[src/rtl/mpsp_pkg.sv]
// shared types, character codes and result codes for the motif pattern parser
package mpsp_pkg;

   localparam int NUMBER_BITS_DEFAULT = 8;

   localparam logic [7:0] CH_NL    = 8'h0A;
   localparam logic [7:0] CH_X     = 8'h78;
   localparam logic [7:0] CH_OPEN  = 8'h28;
   localparam logic [7:0] CH_CLOSE = 8'h29;
   localparam logic [7:0] CH_COMMA = 8'h2C;
   localparam logic [7:0] CH_DASH  = 8'h2D;
   localparam logic [7:0] CH_LBR   = 8'h5B;
   localparam logic [7:0] CH_RBR   = 8'h5D;
   localparam logic [7:0] CH_A     = 8'h41;
   localparam logic [7:0] CH_Z     = 8'h5A;
   localparam logic [7:0] CH_0     = 8'h30;
   localparam logic [7:0] CH_9     = 8'h39;

   localparam logic [1:0] STATUS_OK           = 2'd0;
   localparam logic [1:0] STATUS_BAD_WILDCARD = 2'd1;
   localparam logic [1:0] STATUS_BAD_RESIDUE  = 2'd2;

   localparam int DATA_BITS = 72;

   typedef struct packed {
      logic       is_nl;
      logic       is_x;
      logic       is_open;
      logic       is_close;
      logic       is_comma;
      logic       is_dash;
      logic       is_lbr;
      logic       is_rbr;
      logic       is_upper;
      logic       is_digit;
      logic [4:0] letter;
      logic [3:0] digit;
   } char_info_type;

   typedef struct packed {
      logic          valid;
      char_info_type info;
   } char_stage_type;

   typedef struct packed {
      logic [7:0]  min_gap;
      logic [7:0]  extra_gap;
      logic [25:0] residue_mask;
      logic        is_class;
      logic [7:0]  component_index;
      logic [15:0] pattern_length;
      logic [1:0]  status;
      logic        last_of_pattern;
   } result_type;

endpackage

[src/rtl/mpsp_char_class.sv]
// input register that decodes each character into its class flags
module mpsp_char_class
   import mpsp_pkg::*;
(
   input  logic           clock,
   input  logic           reset,
   input  logic           req_tvalid,
   output logic           req_tready,
   input  logic [7:0]     req_tdata,
   input  logic           advance,
   output char_stage_type stage
);

   logic          valid_ff, valid_in;
   char_info_type info_ff, info_in;

   assign req_tready = !valid_ff || advance;

   always_comb begin
      info_in.is_nl    = (req_tdata == CH_NL);
      info_in.is_x     = (req_tdata == CH_X);
      info_in.is_open  = (req_tdata == CH_OPEN);
      info_in.is_close = (req_tdata == CH_CLOSE);
      info_in.is_comma = (req_tdata == CH_COMMA);
      info_in.is_dash  = (req_tdata == CH_DASH);
      info_in.is_lbr   = (req_tdata == CH_LBR);
      info_in.is_rbr   = (req_tdata == CH_RBR);
      info_in.is_upper = req_tdata inside {[CH_A:CH_Z]};
      info_in.is_digit = req_tdata inside {[CH_0:CH_9]};
      info_in.letter   = 5'(req_tdata - CH_A);
      info_in.digit    = 4'(req_tdata - CH_0);
      valid_in         = req_tready ? req_tvalid : valid_ff;
   end

   always_ff @(posedge clock) begin
      if (reset) begin
         valid_ff <= 1'b0;
      end else begin
         valid_ff <= valid_in;
      end
   end

   always_ff @(posedge clock) begin
      if (req_tready) begin
         info_ff <= info_in;
      end
   end

   assign stage.valid = valid_ff;
   assign stage.info  = info_ff;

endmodule

[src/rtl/mpsp_parser.sv]
// parse state machine and result register
module mpsp_parser
   import mpsp_pkg::*;
#(
   parameter int NUMBER_BITS = NUMBER_BITS_DEFAULT
)
(
   input  logic           clock,
   input  logic           reset,
   input  char_stage_type stage,
   output logic           advance,
   output logic           out_valid,
   input  logic           out_ready,
   output result_type     out_data
);

   localparam int NUM_W = (NUMBER_BITS < 8) ? NUMBER_BITS : 8;
   localparam int SUM_W = NUM_W + 4;
   localparam logic [SUM_W-1:0] NUM_LIMIT = SUM_W'((1 << NUM_W) - 1);

   typedef enum logic [3:0] {
      PH_START, PH_WX, PH_OPEN1, PH_NUM1, PH_OPEN2, PH_NUM2,
      PH_CLOSE, PH_ITEM, PH_CLASS, PH_SEP
   } phase_type;

   phase_type         phase_ff, phase_in;
   logic [NUM_W-1:0]  lower_ff, lower_in;
   logic [NUM_W-1:0]  upper_ff, upper_in;
   logic [NUM_W-1:0]  gap_ff, gap_in;
   logic [NUM_W-1:0]  flex_ff, flex_in;
   logic [25:0]       class_ff, class_in;
   logic              seen_ff, seen_in;
   logic [15:0]       length_ff, length_in;
   logic [7:0]        count_ff, count_in;
   logic              skip_ff, skip_in;
   logic              out_valid_ff, out_valid_in;
   result_type        out_ff, out_in;

   char_info_type     c;
   logic [SUM_W-1:0]  sum_lower, sum_upper;
   logic [17:0]       len_sum;
   logic [25:0]       letter_bit;
   logic              err, err_nl, fin, fin_nl, clear_all, emit;
   logic [1:0]        err_code;

   assign advance = stage.valid && (!out_valid_ff || out_ready);
   assign c       = stage.info;

   always_comb begin
      sum_lower  = SUM_W'(lower_ff) * SUM_W'(4'd10) + SUM_W'(c.digit);
      sum_upper  = SUM_W'(upper_ff) * SUM_W'(4'd10) + SUM_W'(c.digit);
      len_sum    = 18'(length_ff) + 18'd1 + 18'(gap_ff) + 18'(flex_ff);
      letter_bit = 26'd1 << c.letter;

      phase_in  = phase_ff;
      lower_in  = lower_ff;
      upper_in  = upper_ff;
      gap_in    = gap_ff;
      flex_in   = flex_ff;
      class_in  = class_ff;
      seen_in   = seen_ff;
      length_in = length_ff;
      count_in  = count_ff;
      skip_in   = skip_ff;
      out_in    = out_ff;
      err       = 1'b0;
      err_nl    = 1'b0;
      err_code  = STATUS_OK;
      fin       = 1'b0;
      fin_nl    = 1'b0;
      clear_all = 1'b0;

      if (advance) begin
         if (skip_ff) begin
            clear_all = c.is_nl;
         end else begin
            case (phase_ff)
               PH_START, PH_ITEM: begin
                  if (phase_ff == PH_START && c.is_nl) begin
                     if (count_ff == 8'd0) begin
                        clear_all = 1'b1;
                     end else begin
                        err = 1'b1; err_code = STATUS_BAD_RESIDUE; err_nl = 1'b1;
                     end
                  end else if (c.is_nl) begin
                     // newline where a residue must follow a wildcard
                     err = 1'b1; err_code = STATUS_BAD_WILDCARD; err_nl = 1'b1;
                  end else if (phase_ff == PH_START && c.is_x) begin
                     phase_in = PH_WX;
                  end else if (c.is_upper) begin
                     class_in = letter_bit;
                     seen_in  = 1'b0;
                     phase_in = PH_SEP;
                  end else if (c.is_lbr) begin
                     class_in = '0;
                     seen_in  = 1'b1;
                     phase_in = PH_CLASS;
                  end else begin
                     err = 1'b1; err_code = STATUS_BAD_RESIDUE;
                  end
               end
               PH_WX: begin
                  if (c.is_dash) begin
                     gap_in   = NUM_W'(1);
                     flex_in  = '0;
                     phase_in = PH_ITEM;
                  end else if (c.is_open) begin
                     lower_in = '0;
                     phase_in = PH_OPEN1;
                  end else begin
                     err = 1'b1; err_code = STATUS_BAD_WILDCARD; err_nl = c.is_nl;
                  end
               end
               PH_OPEN1, PH_NUM1: begin
                  if (c.is_digit) begin
                     if (sum_lower > NUM_LIMIT) begin
                        err = 1'b1; err_code = STATUS_BAD_WILDCARD;
                     end else begin
                        lower_in = NUM_W'(sum_lower);
                        phase_in = PH_NUM1;
                     end
                  end else if (phase_ff == PH_NUM1 && c.is_comma) begin
                     upper_in = '0;
                     phase_in = PH_OPEN2;
                  end else if (phase_ff == PH_NUM1 && c.is_close) begin
                     gap_in   = lower_ff;
                     flex_in  = '0;
                     phase_in = PH_CLOSE;
                  end else begin
                     err = 1'b1; err_code = STATUS_BAD_WILDCARD; err_nl = c.is_nl;
                  end
               end
               PH_OPEN2, PH_NUM2: begin
                  if (c.is_digit) begin
                     if (sum_upper > NUM_LIMIT) begin
                        err = 1'b1; err_code = STATUS_BAD_WILDCARD;
                     end else begin
                        upper_in = NUM_W'(sum_upper);
                        phase_in = PH_NUM2;
                     end
                  end else if (phase_ff == PH_NUM2 && c.is_close) begin
                     if (upper_ff < lower_ff) begin
                        err = 1'b1; err_code = STATUS_BAD_WILDCARD;
                     end else begin
                        gap_in   = lower_ff;
                        flex_in  = upper_ff - lower_ff;
                        phase_in = PH_CLOSE;
                     end
                  end else begin
                     err = 1'b1; err_code = STATUS_BAD_WILDCARD; err_nl = c.is_nl;
                  end
               end
               PH_CLOSE: begin
                  if (c.is_dash) begin
                     phase_in = PH_ITEM;
                  end else begin
                     err = 1'b1; err_code = STATUS_BAD_WILDCARD; err_nl = c.is_nl;
                  end
               end
               PH_CLASS: begin
                  if (c.is_upper) begin
                     class_in = class_ff | letter_bit;
                  end else if (c.is_rbr && class_ff != 26'd0) begin
                     phase_in = PH_SEP;
                  end else begin
                     err = 1'b1; err_code = STATUS_BAD_RESIDUE; err_nl = c.is_nl;
                  end
               end
               PH_SEP: begin
                  if (c.is_dash || c.is_nl) begin
                     fin    = 1'b1;
                     fin_nl = c.is_nl;
                  end else begin
                     err = 1'b1; err_code = STATUS_BAD_RESIDUE;
                  end
               end
               default: begin
                  err = 1'b1; err_code = STATUS_BAD_RESIDUE; err_nl = c.is_nl;
               end
            endcase
         end
      end

      emit = err || fin;

      if (err) begin
         out_in.min_gap         = '0;
         out_in.extra_gap       = '0;
         out_in.residue_mask    = '0;
         out_in.is_class        = 1'b0;
         out_in.component_index = count_ff;
         out_in.pattern_length  = length_ff;
         out_in.status          = err_code;
         out_in.last_of_pattern = 1'b1;
         skip_in                = !err_nl;
         clear_all              = err_nl;
      end

      if (fin) begin
         out_in.min_gap         = 8'(gap_ff);
         out_in.extra_gap       = 8'(flex_ff);
         out_in.residue_mask    = class_ff;
         out_in.is_class        = seen_ff;
         out_in.component_index = count_ff;
         // saturate the running length at the field maximum
         out_in.pattern_length  = (len_sum > 18'hFFFF) ? 16'hFFFF : len_sum[15:0];
         out_in.status          = STATUS_OK;
         out_in.last_of_pattern = fin_nl;
         length_in              = out_in.pattern_length;
         count_in               = count_ff + 8'd1;
         clear_all              = fin_nl;
      end

      if (err || fin) begin
         phase_in = PH_START;
         lower_in = '0;
         upper_in = '0;
         gap_in   = '0;
         flex_in  = '0;
         class_in = '0;
         seen_in  = 1'b0;
      end

      if (clear_all) begin
         phase_in  = PH_START;
         lower_in  = '0;
         upper_in  = '0;
         gap_in    = '0;
         flex_in   = '0;
         class_in  = '0;
         seen_in   = 1'b0;
         length_in = '0;
         count_in  = '0;
         skip_in   = 1'b0;
      end

      out_valid_in = advance ? emit : (out_valid_ff && !out_ready);
   end

   always_ff @(posedge clock) begin
      if (reset) begin
         phase_ff     <= PH_START;
         lower_ff     <= '0;
         upper_ff     <= '0;
         gap_ff       <= '0;
         flex_ff      <= '0;
         class_ff     <= '0;
         seen_ff      <= 1'b0;
         length_ff    <= '0;
         count_ff     <= '0;
         skip_ff      <= 1'b0;
         out_valid_ff <= 1'b0;
         out_ff       <= '0;
      end else begin
         phase_ff     <= phase_in;
         lower_ff     <= lower_in;
         upper_ff     <= upper_in;
         gap_ff       <= gap_in;
         flex_ff      <= flex_in;
         class_ff     <= class_in;
         seen_ff      <= seen_in;
         length_ff    <= length_in;
         count_ff     <= count_in;
         skip_ff      <= skip_in;
         out_valid_ff <= out_valid_in;
         out_ff       <= out_in;
      end
   end

   assign out_valid = out_valid_ff;
   assign out_data  = out_ff;

`ifndef SYNTHESIS
   a_skip_at_start: assert property (@(posedge clock) disable iff (reset)
      skip_ff |-> phase_ff == PH_START)
      else $error("skipping while a component is open");

   a_error_is_last: assert property (@(posedge clock) disable iff (reset)
      out_valid_ff && out_ff.status != STATUS_OK |-> out_ff.last_of_pattern)
      else $error("error word does not end the pattern");

   a_error_mask_zero: assert property (@(posedge clock) disable iff (reset)
      out_valid_ff && out_ff.status != STATUS_OK |-> out_ff.residue_mask == 26'd0)
      else $error("error word carries a residue mask");

   a_ok_mask_set: assert property (@(posedge clock) disable iff (reset)
      out_valid_ff && out_ff.status == STATUS_OK |-> out_ff.residue_mask != 26'd0)
      else $error("component word with empty residue mask");

   a_skip_after_error: assert property (@(posedge clock) disable iff (reset)
      advance && err && !err_nl |=> skip_ff)
      else $error("skip not armed after error");
`endif

endmodule

[src/rtl/motif_pattern_string_parser_top.sv]
// path: a character waits in the input register, then the parser registers any result word
// throughput: one character per unstalled cycle; single-pass parse between two registers
// a stalled result holds the parser; the input register fills if empty, then waits
// reset: synchronous, active high; clears parse state, counters and both valid flags
// top level of the motif pattern parser
module motif_pattern_string_parser_top
   import mpsp_pkg::*;
#(
   parameter int NUMBER_BITS = NUMBER_BITS_DEFAULT
)
(
   input  logic                 clock,
   input  logic                 reset,
   input  logic                 req_tvalid,
   output logic                 req_tready,
   input  logic [7:0]           req_tdata,   // char_code
   output logic                 rsp_tvalid,
   input  logic                 rsp_tready,
   // min_gap, extra_gap, residue_mask, is_class, component_index, pattern_length, status
   output logic [DATA_BITS-1:0] rsp_tdata,
   output logic                 rsp_tlast    // last_of_pattern
);

   char_stage_type stage;
   logic           advance;
   result_type     result;

   mpsp_char_class u_char_class (
      .clock      (clock),
      .reset      (reset),
      .req_tvalid (req_tvalid),
      .req_tready (req_tready),
      .req_tdata  (req_tdata),
      .advance    (advance),
      .stage      (stage)
   );

   mpsp_parser #(
      .NUMBER_BITS (NUMBER_BITS)
   ) u_parser (
      .clock     (clock),
      .reset     (reset),
      .stage     (stage),
      .advance   (advance),
      .out_valid (rsp_tvalid),
      .out_ready (rsp_tready),
      .out_data  (result)
   );

   assign rsp_tdata = {3'b000, result.status, result.pattern_length, result.component_index,
                       result.is_class, result.residue_mask, result.extra_gap,
                       result.min_gap};
   assign rsp_tlast = result.last_of_pattern;

endmodule

[config.mk]
export PLATFORM = sky130hd
export DESIGN_NAME = motif_pattern_string_parser_top
export DESIGN_NICKNAME = d
export VERILOG_FILES = /design/src/rtl/mpsp_pkg.sv /design/src/rtl/mpsp_char_class.sv /design/src/rtl/mpsp_parser.sv /design/src/rtl/motif_pattern_string_parser_top.sv
export SDC_FILE = /design/constraint.sdc
export NUM_CORES = 1
export LEC_CHECK = 0
export BUFFER_PORTS_ARGS = -buffer_cell sky130_fd_sc_hd__buf_2
export CAP_MARGIN = 40
export CORE_MARGIN = 2
export CORE_UTILIZATION = 29
export CTS_BUF_LIST = sky130_fd_sc_hd__clkbuf_4 sky130_fd_sc_hd__clkbuf_8
export DETAILED_ROUTE_END_ITERATION = 8
export GPL_ROUTABILITY_DRIVEN = 0
export PLACE_DENSITY = 0.49
export SYNTH_ARGS = -nofsm -noshare
export SYNTH_HDL_FRONTEND = slang
export SYNTH_SLANG_ARGS = --single-unit
[constraint.sdc]
create_clock -name clock -period 4.5 [get_ports clock]
set_input_delay 0.45 -clock clock [delete_from_list [all_inputs] [get_ports clock]]
set_output_delay 0.45 -clock clock [all_outputs]
set_load 0.1 [all_outputs]
==> results.ini <==
[hold_path]
holdPathEnd = u_char_class.valid_ff$_SDFFE_PP0P_
holdPathStages = 3
min_from = req_tvalid
holdCritPathClass = primary input to flip-flop

[logic_synthesis]
synth_compound_area_frac = 0.219
synth_mux_area_frac = 0.00661
synth.avg_cell_area_sq_um = 8.89
yosys_warnings = 0
synth_xor_area_frac = 0.0381
synthTopCellsByArea = dfxtp_1 (33%), ha_1 (6.9%), edfxtp_1 (5.9%)
synthSimpleGateAreaFrac = 0.194
synth_top_area_cell = dfxtp_1
syn-cell-area_sq_um = 9660
ys_seq_area_frac = 0.391
synth-main-ff-cell = dfxtp_1
synth_edf_count = 19
synth_fa_ha_area_frac = 0.0977
synth_commonest_cells = dfxtp_1 (160), nor2_1 (99), a21oi_1 (91)
yosysMostFrequentCell = dfxtp_1
ys_seq_elements = 179
synth_top_family_by_area = compound AO/OA/AOI/OAI gates
synth_cell_types = 82
synth-async-reset-ratio = 0
syn_inst = 1086
yosysTopAreaCellShare = 0.332

[sta]
min_period_ns = 3.92
tns_ns = 0
slew-limit-headroom = 0.486
finalSetupViolCount = 0
tightestPinTransition_ns = 0.769
fin_skew_ns = 0.0181
finalHoldViolations = 0
rsz0062_at_grt = no
max_freq_mhz = 255
slew_violations = 0
finalCritPeriodShare = 0.871

[floorplan]
core_sq_um = 32700
initial_core_util = 0.295
fp.dieW_microns = 186
die-area_sq_um = 34800
io_pins = 87
rows = 66
die_h_microns = 186

[route]
detail_route.wirelength_microns = 26300
drt_iter0_markers = 464
drc = 0
wl_per_cell_microns = 16.4
firstDrtPassIters = 5
drtAntennaViolNets = 0
vias_per_cell = 5.03
num_vias = 8028

[placement]
io_buffers = 83
dp_hpwl_microns = 19600
dp.cells = 1564

[clock_tree]
cts_resized = 0
cts_buffers = 17
h-tree-depth = 4
tritoncts = built
cts_sinks = 179
clk_path_buf_depth = 2
clkLatencyLatePin_ns = 0.48
clkTransAtPathRegs_ns = 0.10
cts-root-buf = clkbuf_8
cts-hold-fix-buffers = 0
postCtsSetupBuffers = 0

[pwr]
seqPwrFrac = 0.544
vdd_drop_max_mv = 0.166
p_per_area_nw_per_um2 = 275
swShare = 0.268
p_int_mw = 2.21
switching_power_uw = 806
p_comb_frac = 0.064
clockPowerShare = 0.392
p_leak_nw = 4.38

[worst_setup_path]
worst_ep_arrival_time_ns = 4.29
r2r_end = u_parser.out_data[16]$_SDFFE_PP0P_
endpoint_kind = flip-flop
timing_worst_setup_path_type = flip-flop to flip-flop
required_ns = 4.87
worstSetupStartpointType = flip-flop
timing.rr.start = u_parser.length_ff[1]$_SDFFE_PP0P_
ff2ff_path_depth = 13
cp_max_fo = 12
r2r_slack_ns = 0.58

[run_status]
status = finished, final reports clean

[final_layout]
area_delta_synth_final_pct = 13.4
n_antenna_cell = 0
fin_nets = 1220
drive_gt1_frac = 0.138
regArea_sq_um = 3770
multiInputGateArea_sq_um = 5410
final-instance-count-excl-fill = 1596
fillCellCount = 3521

[global_route]
grt_overflow = 0
grt_pass1_wl_microns = 42500
antenna_found_initial = 0
grt_pass1_vias = 7589
grt_max_degree = 64
grt_use_total = 0.151

[run]
cap_violations = 0

-- kinds of logic after synthesis --
kind of cell    after synthesis
other cells                   1
mux                           6
compound gates              305
flops                       179
xor+xnor                     42
simple gates                367
fa+ha+maj                    67
buf+inv                     119
-- layout make-up --
class                           count  share of cell area
Multi-Input combinational cell    790               0.494
Sequential cell                   179               0.344
Timing Repair Buffer               99              0.0537
Tap cell                          442              0.0505
Clock buffer                       19              0.0239
Inverter                           54              0.0185
Clock inverter                     13              0.0152
-- worst max-delay path: stages, from the launching register on --
cell and delay (ns):
dfxtp_1 0.41, ha_1 0.44, nand2_1 0.18, xor2_1 0.19, fa_1 0.49, inv_1 0.04
ha_1 0.23, or3_1 0.37, o211ai_1 0.27, and2_1 0.28, o31a_1 0.50, o2111ai_1 0.19
o21ai_1 0.15, o2bb2ai_1 0.08
-- how the worst max path moves through the flow --
stage / slack, ns / startpoint / end / cells after the start
after CTS: 0.59 / u_parser.length_ff[1]$_SDFFE_PP0P_ / u_parser.out_data[16]$_SDFFE_PP0P_ / 13
final: 0.58 / u_parser.length_ff[1]$_SDFFE_PP0P_ / u_parser.out_data[16]$_SDFFE_PP0P_ / 13
after floorplan: 1.0 / u_parser.length_ff[0]$_SDFFE_PP0P_ / u_parser.out_data[18]$_SDFFE_PP0P_ / 14
after global routing: 0.26 / u_parser.length_ff[1]$_SDFFE_PP0P_ / u_parser.out_data[18]$_SDFFE_PP0P_ / 13
after global placement: 0.64 / u_parser.upper_ff[1]$_SDFFE_PP0P_ / u_parser.out_data[31]$_SDFFE_PP0P_ / 12
after detailed placement: 0.58 / u_parser.length_ff[1]$_SDFFE_PP0P_ / u_parser.out_data[18]$_SDFFE_PP0P_ / 13
-- flip-flops by register name, summed over array words and instances (netlist names) --
| name | count |
|---|---|
| u_parser.out_data | 70 |
| u_parser.class_ff | 26 |
| u_char_class.stage | 19 |
| u_parser.length_ff | 16 |
| u_parser.count_ff | 8 |
| u_parser.flex_ff | 8 |
| u_parser.gap_ff | 8 |
| u_parser.lower_ff | 8 |
| u_parser.upper_ff | 8 |
| u_parser.phase_ff | 4 |
| u_char_class.valid_ff | 1 |
| u_parser.out_valid | 1 |
| u_parser.seen_ff | 1 |
| u_parser.skip_ff | 1 |
-- per-layer routing --
metal  part of all wire  wire (microns)  track usage  vias to the layer above
li1                   -               -            -                     4047
met1               0.52           13500        0.222                     3822
met2               0.44           11500        0.230                      138
met3              0.031             814       0.0211                       21
met4              0.014             377       0.0421                        0
met5                  0               0            0                        -
-- cell usage in the layout, fill, tap and decap left out, types with 6 or more instances in the layout --
master	netlist	final
dfxtp_1	160	160
a21o_1	13	13
nand2b_1	10	10
a21oi_1	91	90
edfxtp_1	19	19
nor4_1	13	13
ha_1	53	53
or3_1	13	13
a22oi_1	26	26
a22o_1	43	43
a31oi_1	6	6
nor3b_1	7	7
inv_1	54	54
xor2_1	22	22
nor4b_1	6	6
a211oi_1	13	13
nor3_1	18	17
xnor2_1	20	20
nand4_1	13	13
buf_2	17	83
nor2_1	99	97
buf_4	5	12
o211ai_1	6	6
nand2_1	81	81
nor2b_1	12	12
o21ai_1	11	11
fa_1	14	14
nand3_1	48	48
o211a_1	9	9
clkbuf_8	0	19
and3_1	11	11
o21ai_0	32	32
o22a_1	6	6
-- power groups by stage --
| stage | sequential [mW] | clock, mW | combinational [mW] |
|---|---|---|---|
| after detailed placement | 1.68 | 0 | 0.194 |
| after floorplan | 1.69 | 0 | 0.119 |
| after CTS | 1.64 | 1.22 | 0.194 |
| after global placement | 1.68 | 0 | 0.192 |
| final | 1.64 | 1.18 | 0.193 |
| after global routing | 1.64 | 1.28 | 0.208 |
-- metrics by stage --
| step | setup WS [ns] | power, mW | cell area (sq um) | hold WS (ns) | util |
|---|---|---|---|---|---|
| floorplan | 0.996 | 1.81 | 9670 | 0.442 | - |
| global route | 0.263 | 3.13 | 11000 | 0.186 | 0.335 |
| global placement | 0.643 | 1.87 | 10500 | 0.445 | 0.320 |
| finish | 0.581 | 3.01 | 11000 | 0.189 | 0.335 |
| detailed placement | 0.579 | 1.87 | 10500 | 0.447 | 0.322 |
| CTS | 0.589 | 3.05 | 11000 | 0.164 | 0.335 |
(Power assumes the default switching activity.)
